## config.mk

```make
export PLATFORM = sky130hd
export DESIGN_NAME = thermocouple_frame_qualifier_core
export DESIGN_NICKNAME = d
export VERILOG_FILES = /design/src/hw/rtl/tfq_pkg.sv /design/src/hw/rtl/tfq_decide.sv /design/src/hw/rtl/thermocouple_frame_qualifier_core.sv
export SDC_FILE = /design/constraint.sdc
export NUM_CORES = 1
export LEC_CHECK = 0
export BUFFER_PORTS_ARGS = -buffer_cell sky130_fd_sc_hd__buf_4
export CORE_ASPECT_RATIO = 0.8
export CORE_MARGIN = 2
export CORE_UTILIZATION = 35
export DETAILED_ROUTE_END_ITERATION = 6
export GPL_TIMING_DRIVEN = 0
export MAX_ROUTING_LAYER = met4
export SYNTH_ARGS = -nofsm -noshare
export SYNTH_HDL_FRONTEND = slang
export SYNTH_SLANG_ARGS = --single-unit
export TNS_END_PERCENT = 100
```

## constraint.sdc

```tcl
create_clock -name clk -period 4.11 [get_ports clk]
set_input_delay 0.411 -clock clk [delete_from_list [all_inputs] [get_ports clk]]
set_output_delay 0.411 -clock clk [all_outputs]
set_load 0.01 [all_outputs]
```

## src/hw/rtl/tfq_pkg.sv

```systemverilog
// tfq_pkg: shared types, constants and config record for the thermocouple frame qualifier
// no dependencies; imported by tfq_decide, thermocouple_frame_qualifier_core and tb
package tfq_pkg;

	localparam int unsigned FrameW = 16;
	localparam int unsigned TempW  = 12;

	// frame is usable when bit 15 and bits 1..0 are all clear
	localparam logic [FrameW-1:0] ValidMask = 16'h8003;
	// open thermocouple flag, d2
	localparam logic [FrameW-1:0] FaultBit  = 16'h0004;
	localparam logic [TempW-1:0]  TempMask  = 12'hFFF;
	localparam int unsigned       TempShift = 3;

	// register reset values
	localparam logic       AseReset     = 1'b0;
	localparam logic [2:0] AttemptReset = 3'd4;
	localparam logic [1:0] FilterReset  = 2'd3;

	// configuration register indexes
	typedef enum logic [1:0] {
		REG_ANTI_SHIFT   = 2'd0,
		REG_MAX_ATTEMPTS = 2'd1,
		REG_FILTER       = 2'd2
	} reg_idx_t;

	typedef enum logic [1:0] {
		ST_OK      = 2'd0,
		ST_INVALID = 2'd1,
		ST_OPEN    = 2'd2
	} status_t;

	typedef enum logic {
		PH_WAIT   = 1'b0,
		PH_FILTER = 1'b1
	} phase_t;

	typedef struct packed {
		logic       anti_shift_enable;
		logic [2:0] max_attempts;
		logic [1:0] filter_frames;
	} tfq_cfg_t;

	typedef struct packed {
		phase_t            phase;
		logic [2:0]        attempts;
		logic [1:0]        fcount;
		logic [FrameW-1:0] best;
	} tfq_state_t;

	typedef struct packed {
		logic              fire;
		status_t           status;
		logic [TempW-1:0]  temp;
		logic [FrameW-1:0] frame;
	} tfq_result_t;

endpackage

```

## src/hw/rtl/tfq_decide.sv

```systemverilog
// tfq_decide: per-frame qualification step, next state and result for one frame
// depends on tfq_pkg
module tfq_decide import tfq_pkg::*; (
	input  tfq_cfg_t          cfg,
	input  tfq_state_t        cur,
	input  logic [FrameW-1:0] frame,
	output tfq_state_t        nxt,
	output tfq_result_t       res
);

	logic              ok;
	logic [2:0]        tries;
	logic [1:0]        window;
	logic [2:0]        att_inc;
	logic [1:0]        fc_inc;
	logic [FrameW-1:0] best_upd;
	logic              emit_now;
	logic [FrameW-1:0] emit_frame;
	logic              give_up;
	logic              win_done;
	logic              open_win;

	assign ok       = (frame & ValidMask) == '0;
	assign tries    = (cfg.max_attempts == 3'd0) ? 3'd1 : cfg.max_attempts;
	assign window   = (cfg.filter_frames == 2'd0) ? 2'd1 : cfg.filter_frames;
	assign att_inc  = cur.attempts + 3'd1;
	assign fc_inc   = cur.fcount + 2'd1;
	assign best_upd = (ok && frame < cur.best) ? frame : cur.best;
	assign give_up  = att_inc >= tries;
	assign win_done = fc_inc >= window;
	assign open_win = cfg.anti_shift_enable && (window > 2'd1);

	// next state
	always_comb begin
		nxt = cur;
		case (cur.phase)
			PH_FILTER: begin
				nxt.best   = best_upd;
				nxt.fcount = fc_inc;
				if (win_done) begin
					nxt.phase  = PH_WAIT;
					nxt.fcount = 2'd0;
				end
			end
			PH_WAIT: begin
				if (!ok) begin
					nxt.attempts = give_up ? 3'd0 : att_inc;
				end else begin
					nxt.attempts = 3'd0;
					if (open_win) begin
						nxt.best   = frame;
						nxt.fcount = 2'd1;
						nxt.phase  = PH_FILTER;
					end
				end
			end
			default: nxt = cur;
		endcase
	end

	// result
	always_comb begin
		emit_now   = 1'b0;
		emit_frame = frame;
		res        = '0;
		res.status = ST_OK;
		case (cur.phase)
			PH_FILTER: begin
				emit_now   = win_done;
				emit_frame = best_upd;
			end
			PH_WAIT: begin
				if (!ok) begin
					res.fire   = give_up;
					res.status = ST_INVALID;
					res.frame  = frame;
				end else begin
					emit_now = !open_win;
				end
			end
			default: emit_now = 1'b0;
		endcase
		if (emit_now) begin
			res.fire  = 1'b1;
			res.frame = emit_frame;
			if ((emit_frame & FaultBit) != '0) begin
				res.status = ST_OPEN;
			end else begin
				res.status = ST_OK;
				res.temp   = emit_frame[TempShift +: TempW] & TempMask;
			end
		end
	end

endmodule

```

## src/hw/rtl/thermocouple_frame_qualifier_core.sv

```systemverilog
// thermocouple_frame_qualifier_core: top level, input register, qualifier state and result register
// depends on tfq_pkg and tfq_decide
//
//  channel  | direction | handshake           | payload
//  ---------+-----------+---------------------+-------------------------------------------
//  in       | in        | in_valid / in_stall | frame[15:0]
//  out      | out       | out_valid/out_stall | status[1:0], temperature_quarter_c[11:0],
//           |           |                     | chosen_frame[15:0]
//  cfg      | in        | cfg_we              | cfg_index[1:0], cfg_data[2:0]
//
// one frame per cycle sustained while the output is not stalled; a frame lands in the input register,
// and the qualifier step plus result register write happen when it moves on, so a result beat is
// offered from the result register once its frame has left the input register
// the step is a single pass of compare and select logic, no iteration
// arst_n clears the qualifier state and the valid flags and sets the config registers to their reset values
// out_stall holds the result register; the input register then holds its frame and
// in_stall rises only while it is full and cannot move on
module thermocouple_frame_qualifier_core import tfq_pkg::*; (
	input  logic              clk,
	input  logic              arst_n,
	input  logic              in_valid,
	output logic              in_stall,
	input  logic [FrameW-1:0] frame,
	output logic              out_valid,
	input  logic              out_stall,
	output logic [1:0]        status,
	output logic [TempW-1:0]  temperature_quarter_c,
	output logic [FrameW-1:0] chosen_frame,
	input  logic              cfg_we,
	input  logic [1:0]        cfg_index,
	input  logic [2:0]        cfg_data
);

	tfq_cfg_t          cfg_q;
	tfq_state_t        state_q;
	tfq_state_t        state_nxt;
	tfq_result_t       res;

	logic              valid_s1;
	logic [FrameW-1:0] frame_s1;
	logic              out_valid_q;
	status_t           status_q;
	logic [TempW-1:0]  temp_q;
	logic [FrameW-1:0] chosen_q;
	logic              adv;
	logic              in_take;

	// the input register moves on when the result register is empty or being drained
	assign adv      = valid_s1 && (!out_valid_q || !out_stall);
	assign in_stall = valid_s1 && !adv;
	assign in_take  = in_valid && !in_stall;

	// configuration registers
	always_ff @(posedge clk or negedge arst_n) begin
		if (!arst_n) begin
			cfg_q.anti_shift_enable <= AseReset;
			cfg_q.max_attempts      <= AttemptReset;
			cfg_q.filter_frames     <= FilterReset;
		end else if (cfg_we) begin
			case (reg_idx_t'(cfg_index))
				REG_ANTI_SHIFT:   cfg_q.anti_shift_enable <= cfg_data[0];
				REG_MAX_ATTEMPTS: cfg_q.max_attempts      <= cfg_data;
				REG_FILTER:       cfg_q.filter_frames     <= cfg_data[1:0];
				default:          cfg_q <= cfg_q;
			endcase
		end
	end

	// input register
	always_ff @(posedge clk or negedge arst_n) begin
		if (!arst_n) begin
			valid_s1 <= 1'b0;
		end else if (in_take) begin
			valid_s1 <= 1'b1;
		end else if (adv) begin
			valid_s1 <= 1'b0;
		end
	end

	always_ff @(posedge clk) begin
		if (in_take) begin
			frame_s1 <= frame;
		end
	end

	tfq_decide u_decide (
		.cfg   (cfg_q),
		.cur   (state_q),
		.frame (frame_s1),
		.nxt   (state_nxt),
		.res   (res)
	);

	// qualifier state, updated once per frame as it leaves the input register
	always_ff @(posedge clk or negedge arst_n) begin
		if (!arst_n) begin
			state_q.phase    <= PH_WAIT;
			state_q.attempts <= 3'd0;
			state_q.fcount   <= 2'd0;
			state_q.best     <= '0;
		end else if (adv) begin
			state_q <= state_nxt;
		end
	end

	// result register; a frame that gives no result leaves it free for draining
	always_ff @(posedge clk or negedge arst_n) begin
		if (!arst_n) begin
			out_valid_q <= 1'b0;
		end else if (adv) begin
			out_valid_q <= res.fire;
		end else if (!out_stall) begin
			out_valid_q <= 1'b0;
		end
	end

	always_ff @(posedge clk) begin
		if (adv && res.fire) begin
			status_q <= res.status;
			temp_q   <= res.temp;
			chosen_q <= res.frame;
		end
	end

	assign out_valid             = out_valid_q;
	assign status                = status_q;
	assign temperature_quarter_c = temp_q;
	assign chosen_frame          = chosen_q;

`ifndef SYNTHESIS
	// faults and give-ups carry no temperature
	a_temp_zero: assert property (@(posedge clk) disable iff (!arst_n)
		out_valid_q && status_q != ST_OK |-> temp_q == '0)
		else $error("temperature set on non-ok result");

	// window counter is live only while filtering
	a_fcount_phase: assert property (@(posedge clk) disable iff (!arst_n)
		(state_q.phase == PH_FILTER) == (state_q.fcount != 2'd0))
		else $error("filter count out of step with phase");

	// a new result beat only comes from a frame leaving the input register
	a_out_source: assert property (@(posedge clk) disable iff (!arst_n)
		$rose(out_valid_q) |-> $past(adv))
		else $error("result beat without a frame");

	// no back-pressure on the input while the input register is empty
	a_stall_empty: assert property (@(posedge clk) disable iff (!arst_n)
		!valid_s1 |-> !in_stall)
		else $error("input stalled with empty input register");
`endif

endmodule

```

======== Yosys cells after proc, flatten, opt, wreduce, memory -nomap -nowiden ========
Index checks and enable logic that the tools add are counted.
storage, ports and cells
  register bits ........................... 76
  latch bits .............................. 0
  memory bits (writable) .................. 0
  bits in read-only memories .............. 0
  input bits .............................. 26
  output and inout bits ................... 32
  word-level logic and storage cells ...... 76
  memories ................................ 0
operators by class
  $add $sub $neg .......................... 2
  multipliers ............................. 0
  divide/modulo/power cells ............... 0
  order comparisons ....................... 4
  equality and inequality tests ........... 5
  shifts and indexed selects .............. 0
  mux-type cells .......................... 27
  bitwise gates (word level) .............. 2
  reductions and logical operators ........ 23
operators with widths
  cell                 count
  $mux 16              4
  $mux 18              2
  $pmux 18 s2          1
  $mux 31              1
  $logic_not 16->1     1
  $lt 16x16->1         1
  $mux 3               5
  $mux 12              1
  $mux 1               8
  $reduce_and 2->1     4
  $logic_and 1x1->1    6
  $mux 2               3
  $ne 2x1->1 const B   3
  $logic_not 1->1      5
  $logic_not 2->1      2
  $pmux 1 s2           2
  $add 3x1->3 const B  1
  $ge 3x3->1           1
  $logic_not 3->1      1
  $reduce_and 3->1     1
  $add 2x1->2 const B  1
  $eq 2x1->1 const B   1
  $eq 2x2->1 const B   1
  $ge 2x2->1           1
  5 further kinds      6

======== Depth between registers and ports, before layout ========
Gate-level depths: netlist of run 1.
  depth in word-level cells ............... 9
  depth in mapped cells ................... 10
  gate-level depth less buffers ........... 8

======== Modules after synthesis ========
A second synthesis of run 1 with hierarchy kept.
unflattened totals
  cell total of the unflattened synthesis .. 303
  area, all modules ....................... 4023.9 um^2
by module, submodules not included
  module                             times used  cells each  area each (um^2)
  thermocouple_frame_qualifier_core  1           118         2627.5
  tfq_decide                         1           185         1396.3

======== Least setup slack after synthesis of run 1 ========
No wires, ideal clock.
  path kind ............................... register to register
  start ................................... register state_q[18] (netlist bit)
  end ..................................... register chosen_q[0] (netlist: chosen_frame[0]), enable pin
  library setup time ...................... 429 ps
  data arrival time ....................... 2847 ps
  path slack .............................. 834 ps
  cell stages (with the launch flop) ...... 7
  buffers on the path ..................... 0
  period minus slack after synthesis ...... 3276 ps
  cell sequence ........................... dfrtp_1 > ha_1 > ha_1 > a21o_1 > a21oi_1 > nand2b_1 > a21oi_1
on the way
  cells in the longest elaborated chain, start to end .. 6
ends and longest elaborated chain
  what                    RTL line                                  source
  start, declared         thermocouple_frame_qualifier_core.sv:35   tfq_state_t state_q;
  start signal, assigned  thermocouple_frame_qualifier_core.sv:102  state_q <= state_nxt;
  $add 3x1->3             tfq_decide.sv:26                          assign att_inc = cur.attempts + 3'd1;
  $ge 3x3->1              tfq_decide.sv:29                          assign give_up = att_inc >= tries;
  $mux 3                  tfq_decide.sv:73                          if (!ok) begin
  $mux 3                  tfq_decide.sv:67                          case (cur.phase)
  $mux 31                 tfq_decide.sv:83                          if (emit_now) begin
  $logic_and 1x1->1       thermocouple_frame_qualifier_core.sv:118  if (adv && res.fire) begin
  end signal, assigned    thermocouple_frame_qualifier_core.sv:121  chosen_q <= res.frame;
  end, declared           thermocouple_frame_qualifier_core.sv:44   logic [FrameW-1:0] chosen_q;
No other way between the ends.
A chain may end at the register's enable or synchronous reset.

==> results of run 1 <==
## power groups by stage
stage          logic, W  clock network (W)  registers [W]
2_1_floorplan  0.000641                  0        0.00128
5_1_grt         0.00121           0.000753        0.00127
4_1_cts         0.00110           0.000721        0.00124
3_3_place_gp    0.00102                  0        0.00125
6_report        0.00108           0.000705        0.00124
3_5_place_dp    0.00109                  0        0.00125
## final timing paths
kind | startpoint | endpoint | slack [ps] | cells past startpoint
setup / recovery | frame_s1[15]$_DFFE_PP_ | chosen_frame[14]$_DFFE_PP_ | 1260 | 8
hold / removal | arst_n | state_q[8]$_DFFE_PN0P_ | 0.9 | 1
setup reg to reg | frame_s1[15]$_DFFE_PP_ | chosen_frame[14]$_DFFE_PP_ | 1260 | 8
hold reg to reg | cfg_q[2]$_DFFE_PN0P_ | cfg_q[2]$_DFFE_PN0P_ | 520 | 1
max in group asynchronous | arst_n | cfg_q[0]$_DFFE_PN1P_ | 3770 | 1
min in group clk | frame[0] | frame_s1[0]$_DFFE_PP_ | 250 | 1
## state kept, by name, summed over array words and instances, names as in the netlist
register	count
cfg_q	6
out_valid	1
temperature_quarter_c	12
status	2
state_q	22
chosen_frame	16
frame_s1	16
valid_s1	1
## worst register-to-register path, cell delays in order, from the launching register on
cell	delay, ps
edfxtp_1	440
ha_1	350
nand4_1	180
or2_1	310
or4_4	580
nand3_2	130
o22ai_1	170
buf_4	230
a22o_1	200
## cell usage after synthesis, drive strengths merged, types with 4 or more instances
cell / instances
nand2: 21
nand2b: 8
nor2: 8
edfxtp: 46
a21oi: 9
inv: 20
nand4: 4
mux2: 20
buf: 8
dfrtp: 27
o21ai: 22
a22o: 16
ha: 21
nand3: 17
## through the flow
step | instances | setup slack (ps) | hold WS, ps
2_1_floorplan | 279 | 834 | 115
3_3_place_gp | 476 | 14.7 | 373
3_5_place_dp | 477 | 1260 | 376
4_1_cts | 492 | 1250 | 19.2
5_1_grt | 492 | 1090 | 39.9
6_report | 492 | 1260 | 0.897
## cell type report
class                   count  area [sq um]
fillers                   968          5670
flip-flops and latches     76          2140
multi-input cells         173          1390
repair buffers             58           455
clock buffers              13           250
well taps                 140           175
plain buffers              10          81.3
inverters                  20          75.1
clock inverters             2          13.8
## logic make-up (layout without fill, tap and decap cells)
| group | Yosys count | in the layout | share of synthesized area [%] |
|---|---|---|---|
| simple gates | 70 | 70 | 9.69 |
| xor+xnor | 1 | 1 | 0.239 |
| fa+ha+maj | 21 | 21 | 7.16 |
| buf+inv | 30 | 103 | 4.26 |
| mux | 21 | 21 | 7.13 |
| compound gates | 60 | 60 | 13.3 |
| flops | 76 | 76 | 58.2 |
## metal layers
metal  wire length (um)  part of all wire [%]  vias to the layer above  GRT usage [%]
li1                   -                     -                     1175              -
met1               3600                    48                     1142           19.6
met2               3320                    44                       81           22.3
met3                535                   7.1                        2           4.67
met4                 42                  0.56                        0           4.46
met5                  0                     0                        -              -
## cells in the final DEF, fill, tap and decap left out, types with 12 or more instances in the layout
master    Yosys  routed
edfxtp_1     46      46
mux2_2       13      13
buf_4         2      59
inv_1        20      20
dfrtp_1      27      27
o21ai_2      12      12
a22o_1       16      16
nand3_1      16      16
nand2_1      21      21
ha_1         21      21
==> results.yml, run 1 <==
routing:
  detail_route.iter0.violations: 151
  vias_per_cell: 4.88
  wire_per_inst_um: 15.2
  vias: 2400
  drt_drc_violations_left: 0
  first_pass_iters: 4
  routed_wirelength_mm: 7.49
  ant_nets: 0
critical_path:
  slowest_stage: "or4_4"
  endpoint_kind: "flop"
  critPathKind: "reg -> reg"
  critical-path-max-stage-delay_ps: 580
  critPathMaxFanout: 10
  critPathBufInv: 1
  crit_required_ps: 4190
  cp_data_arrival_time_ps: 2930
  cp-start-kind: "flop"
  cp_cell_sequence: "ha_1 -> nand4_1 -> or2_1 -> or4_4 -> nand3_2 -> o22ai_1 -> buf_4 -> a22o_1"
  path_delay_family: "simple AND/OR/NAND/NOR gates"
yosys:
  synth-main-ff-cell: "edfxtp_1"
  synth.cell_area_sq_mm: 0.00367
  async_reset_ff_share_pct: 39.5
  ys_ff_latch: 76
  ys_warn_count: 0
  ys_seq_area_share_pct: 58.2
  syn-num-nets: 326
  ys_types: 45
  yosys-top-cells-area: "edfxtp_1 38%, dfrtp_1 18%, ha_1 7.2%"
  synth.largest_area_cell: "edfxtp_1"
  avgSynthCellArea_sq_um: 13.1
  synth_cells: 279
  synth_enable_flop_cells: 46
  yosysTopAreaCellShare_pct: 37.7
global_route:
  grt.total_usage_pct: 14.9
  antenna_found_initial: 0
  grt_pass1_wl_mm: 12.3
  grt_max_degree: 31
  grt_pass1_vias: 2369
  overflow: 0
floorplanning:
  start_util_pct: 35.8
  coreArea_sq_mm: 0.0102
  boundaryPins: 58
  dieArea_sq_mm: 0.0113
  rows: 33
  die_w_um: 118
  die_h_um: 95.6
timing:
  fmax_mhz: 351
  hold_viol: 0
  rsz0062_at_grt: "no"
  finalClockSkew_ps: 7.30
  final.period_utilization_pct: 69.4
  setup_viol: 0
  relSlewSlack_pct: 43.0
  min_period_ps: 2850
  finalSetupTns_ps: 0
  maxSlewViolCount: 0
  tightest_slew_ps: 855
placed_design:
  hpwlAfterDp_mm: 5.40
  numPortBuffers: 57
  dpl_cell_area_sq_mm: 0.00431
  gp_congestion: 0.773
power:
  total_power_w: 0.00302
  internal_power_w: 0.00202
  pwr-share-clk_pct: 23.3
  pwr_density_cell_mw_per_mm2: 661
  peakVddDrop_mv: 0.340
  seq_power_share_pct: 40.9
  leakage_nw: 1.91
  combPwrFrac_pct: 35.7
  p_sw_w: 0.00100
  swShare_pct: 33.1
clock_network:
  path_clk_slew_ps: 50
  cts_max_path_buffers: 2
  cts_tree: "built"
  cts_buffers: 9
  hold_buffers: 0
  cts_resized: 0
  cts-htree-levels: 3
  clk_root_buffer_cell: "clkbuf_16"
  cts_num_sinks: 76
  cts_setup_buffers: 0
  clkLatencyLatePin_ps: 330
outcome:
  outcome: "finished clean"
run:
  maxCapViolCount: 0
cells_and_area:
  area_growth_pct: 24.7
  diodes: 0
  final_layout_size_suffix_gt1_share_pct: 34.4
  fin_util_pct: 44.7
  stdcell_area_sq_mm: 0.00457
  nets: 395
worst_hold_path:
  min_path_type: "in -> async"
No activity file was read; power rests on OpenSTA's default activity.
==> run 2: changes to the inputs <==
==> constraint.sdc (replaced) <==
create_clock -name clk -period 2.9 [get_ports clk]
set_input_delay 0.29 -clock clk [delete_from_list [all_inputs] [get_ports clk]]
set_output_delay 0.29 -clock clk [all_outputs]
set_load 0.01 [all_outputs]
==> results.yml, run 2 (synthesized netlist as in run 1, its figures left out) <==
outcome:
  outcome: "finished clean"
floorplanning:
  die_w_um: 118
  dieArea_sq_mm: 0.0113
  die_h_um: 95.6
  start_util_pct: 35.8
  coreArea_sq_mm: 0.0102
  rows: 33
  boundaryPins: 58
clock_network:
  cts_buffers: 9
  cts_tree: "built"
  path_clk_slew_ps: 60
  cts_num_sinks: 76
  cts-htree-levels: 3
  clkLatencyLatePin_ps: 340
  cts_max_path_buffers: 2
  clk_root_buffer_cell: "clkbuf_16"
routing:
  drt_drc_violations_left: 0
  vias_per_cell: 4.81
  vias: 2405
  detail_route.iter0.violations: 154
  wire_per_inst_um: 15.3
  routed_wirelength_mm: 7.65
  first_pass_iters: 4
  ant_nets: 0
timing:
  hold_viol: 0
  maxSlewViolCount: 0
  fmax_mhz: 357
  min_period_ps: 2800
  relSlewSlack_pct: 37.1
  final.period_utilization_pct: 96.6
  finalClockSkew_ps: 8.15
  tightest_slew_ps: 944
  rsz0062_at_grt: "yes"
  layout_setup_ws_ps: 99.5
  setup_viol: 0
placed_design:
  dpl_cell_area_sq_mm: 0.00431
  dp_slack_ps: 65.5
  gp_congestion: 0.775
  hpwlAfterDp_mm: 5.40
  numPortBuffers: 57
cells_and_area:
  final_layout_size_suffix_gt1_share_pct: 35.8
  diodes: 0
  multi_input_area_sq_mm: 0.00140
  largest-register: "state_q"
  stdcell_area_sq_mm: 0.00469
  seq_area_sq_mm: 0.00214
  largest_reg_flops: 22
  fillers: 963
  final_cell_mix: "65 x buf_4, 46 x edfxtp_1, 27 x dfrtp_1, 21 x nand2_1, 21 x ha_1"
  final_common_cell: "buf_4"
  area_growth_pct: 27.8
  nets: 402
critical_path:
  crit_required_ps: 2990
  cp_cell_sequence: "ha_1 -> nand4_1 -> or2_1 -> or4_4 -> a31o_2 -> buf_6 -> buf_6 -> nand3_1 -> o21ai_2"
  cp_data_arrival_time_ps: 2890
  critPathMaxFanout: 10
  cp-start-kind: "flop"
  critical-path-max-stage-delay_ps: 580
  critPathKind: "reg -> reg"
  endpoint_kind: "flop"
  slowest_stage: "or4_4"
  cp_common_cell: "buf_6"
worst_hold_path:
  min_path_type: "in -> reg"
power:
  internal_power_w: 0.00304
  total_power_w: 0.00449
  leakage_nw: 1.97
  seq_power_share_pct: 39.1
  combPwrFrac_pct: 34.8
  swShare_pct: 32.3
  pwr-share-clk_pct: 26.1
  pwr_density_cell_mw_per_mm2: 958
  p_sw_w: 0.00145
  peakVddDrop_mv: 0.514
run:
  maxCapViolCount: 0
global_route:
  antenna_found_initial: 0
  grt.total_usage_pct: 15.3
  grt_pass1_vias: 2367
  overflow: 0
  grt_pass1_wl_mm: 12.4
  grt_max_degree: 31
run 2: worst max-delay path: cells and delay by family (launching register included):
family	cells	cell delay (ps)
AOI/OAI and AO/OA	2	330
buffers and inverters	2	290
DFF	1	440
adders and majority gates	1	310
and+or+nand+nor	4	1180
run 2: power by group through the flow:
stage	logic, W	registers (W)	clock network, W
floorplan	0.000914	0.00181	0
global placement	0.00145	0.00177	0
detailed placement	0.00155	0.00177	0
CTS	0.00156	0.00175	0.00119
global route	0.00175	0.00180	0.00124
finish	0.00156	0.00175	0.00117
run 2: routing by layer:
layer | up-vias | routed length (um) | GRT usage (%)
met1 | 1149 | 3690 | 19.8
met5 | - | 0 | -
met4 | 0 | 63 | 4.17
met3 | 5 | 368 | 5.44
li1 | 1189 | - | -
met2 | 62 | 3530 | 23.0
run 2: area by class of cell:
class                      instances  area share [%]
buffer                            10            1.79
clock buffer                      11            4.97
clock inverter                     5            1.63
inverter                          20            1.60
multi-input combinational        173            29.8
sequential                        76            45.6
tap                              140            3.74
timing repair buffer              65            10.9
run 2: stage by stage:
stage                     utilization (%)  hold slack, ps  instances  TNS, ps
after floorplan                         -           -5.59        279        0
after global placement               41.7             259        476    -7510
after detailed placement             42.1             271        477        0
after CTS                            45.2             115        494        0
after global routing                 45.8             106        500    -2.22
final                                45.8             124        500        0
run 2: timing repair:
| action | in CTS | in global routing |
|---|---|---|
| endpoints found under the setup margin | 0 | 30 |
| endpoints found under the hold margin | 27 | 0 |
| resized for setup | 0 | 3 |
| hold buffers | 1 | 0 |
| buffers inserted | 0 | 6 |
run 2: path summary, 6_finish.rpt:
| check | start | end | slack [ps] | cells after the start |
|---|---|---|---|---|
| setup / recovery | frame_s1[12]$_DFFE_PP_ | temperature_quarter_c[4]$_SDFFCE_PP0P_ | 100 | 9 |
| hold / removal | frame[10] | frame_s1[10]$_DFFE_PP_ | 120 | 1 |
| setup reg to reg | frame_s1[12]$_DFFE_PP_ | temperature_quarter_c[4]$_SDFFCE_PP0P_ | 100 | 9 |
| hold reg to reg | cfg_q[2]$_DFFE_PN0P_ | cfg_q[2]$_DFFE_PN0P_ | 510 | 1 |
| max in group asynchronous | arst_n | cfg_q[1]$_DFFE_PN1P_ | 2110 | 2 |
| min in group asynchronous | arst_n | state_q[9]$_DFFE_PN0P_ | 430 | 2 |
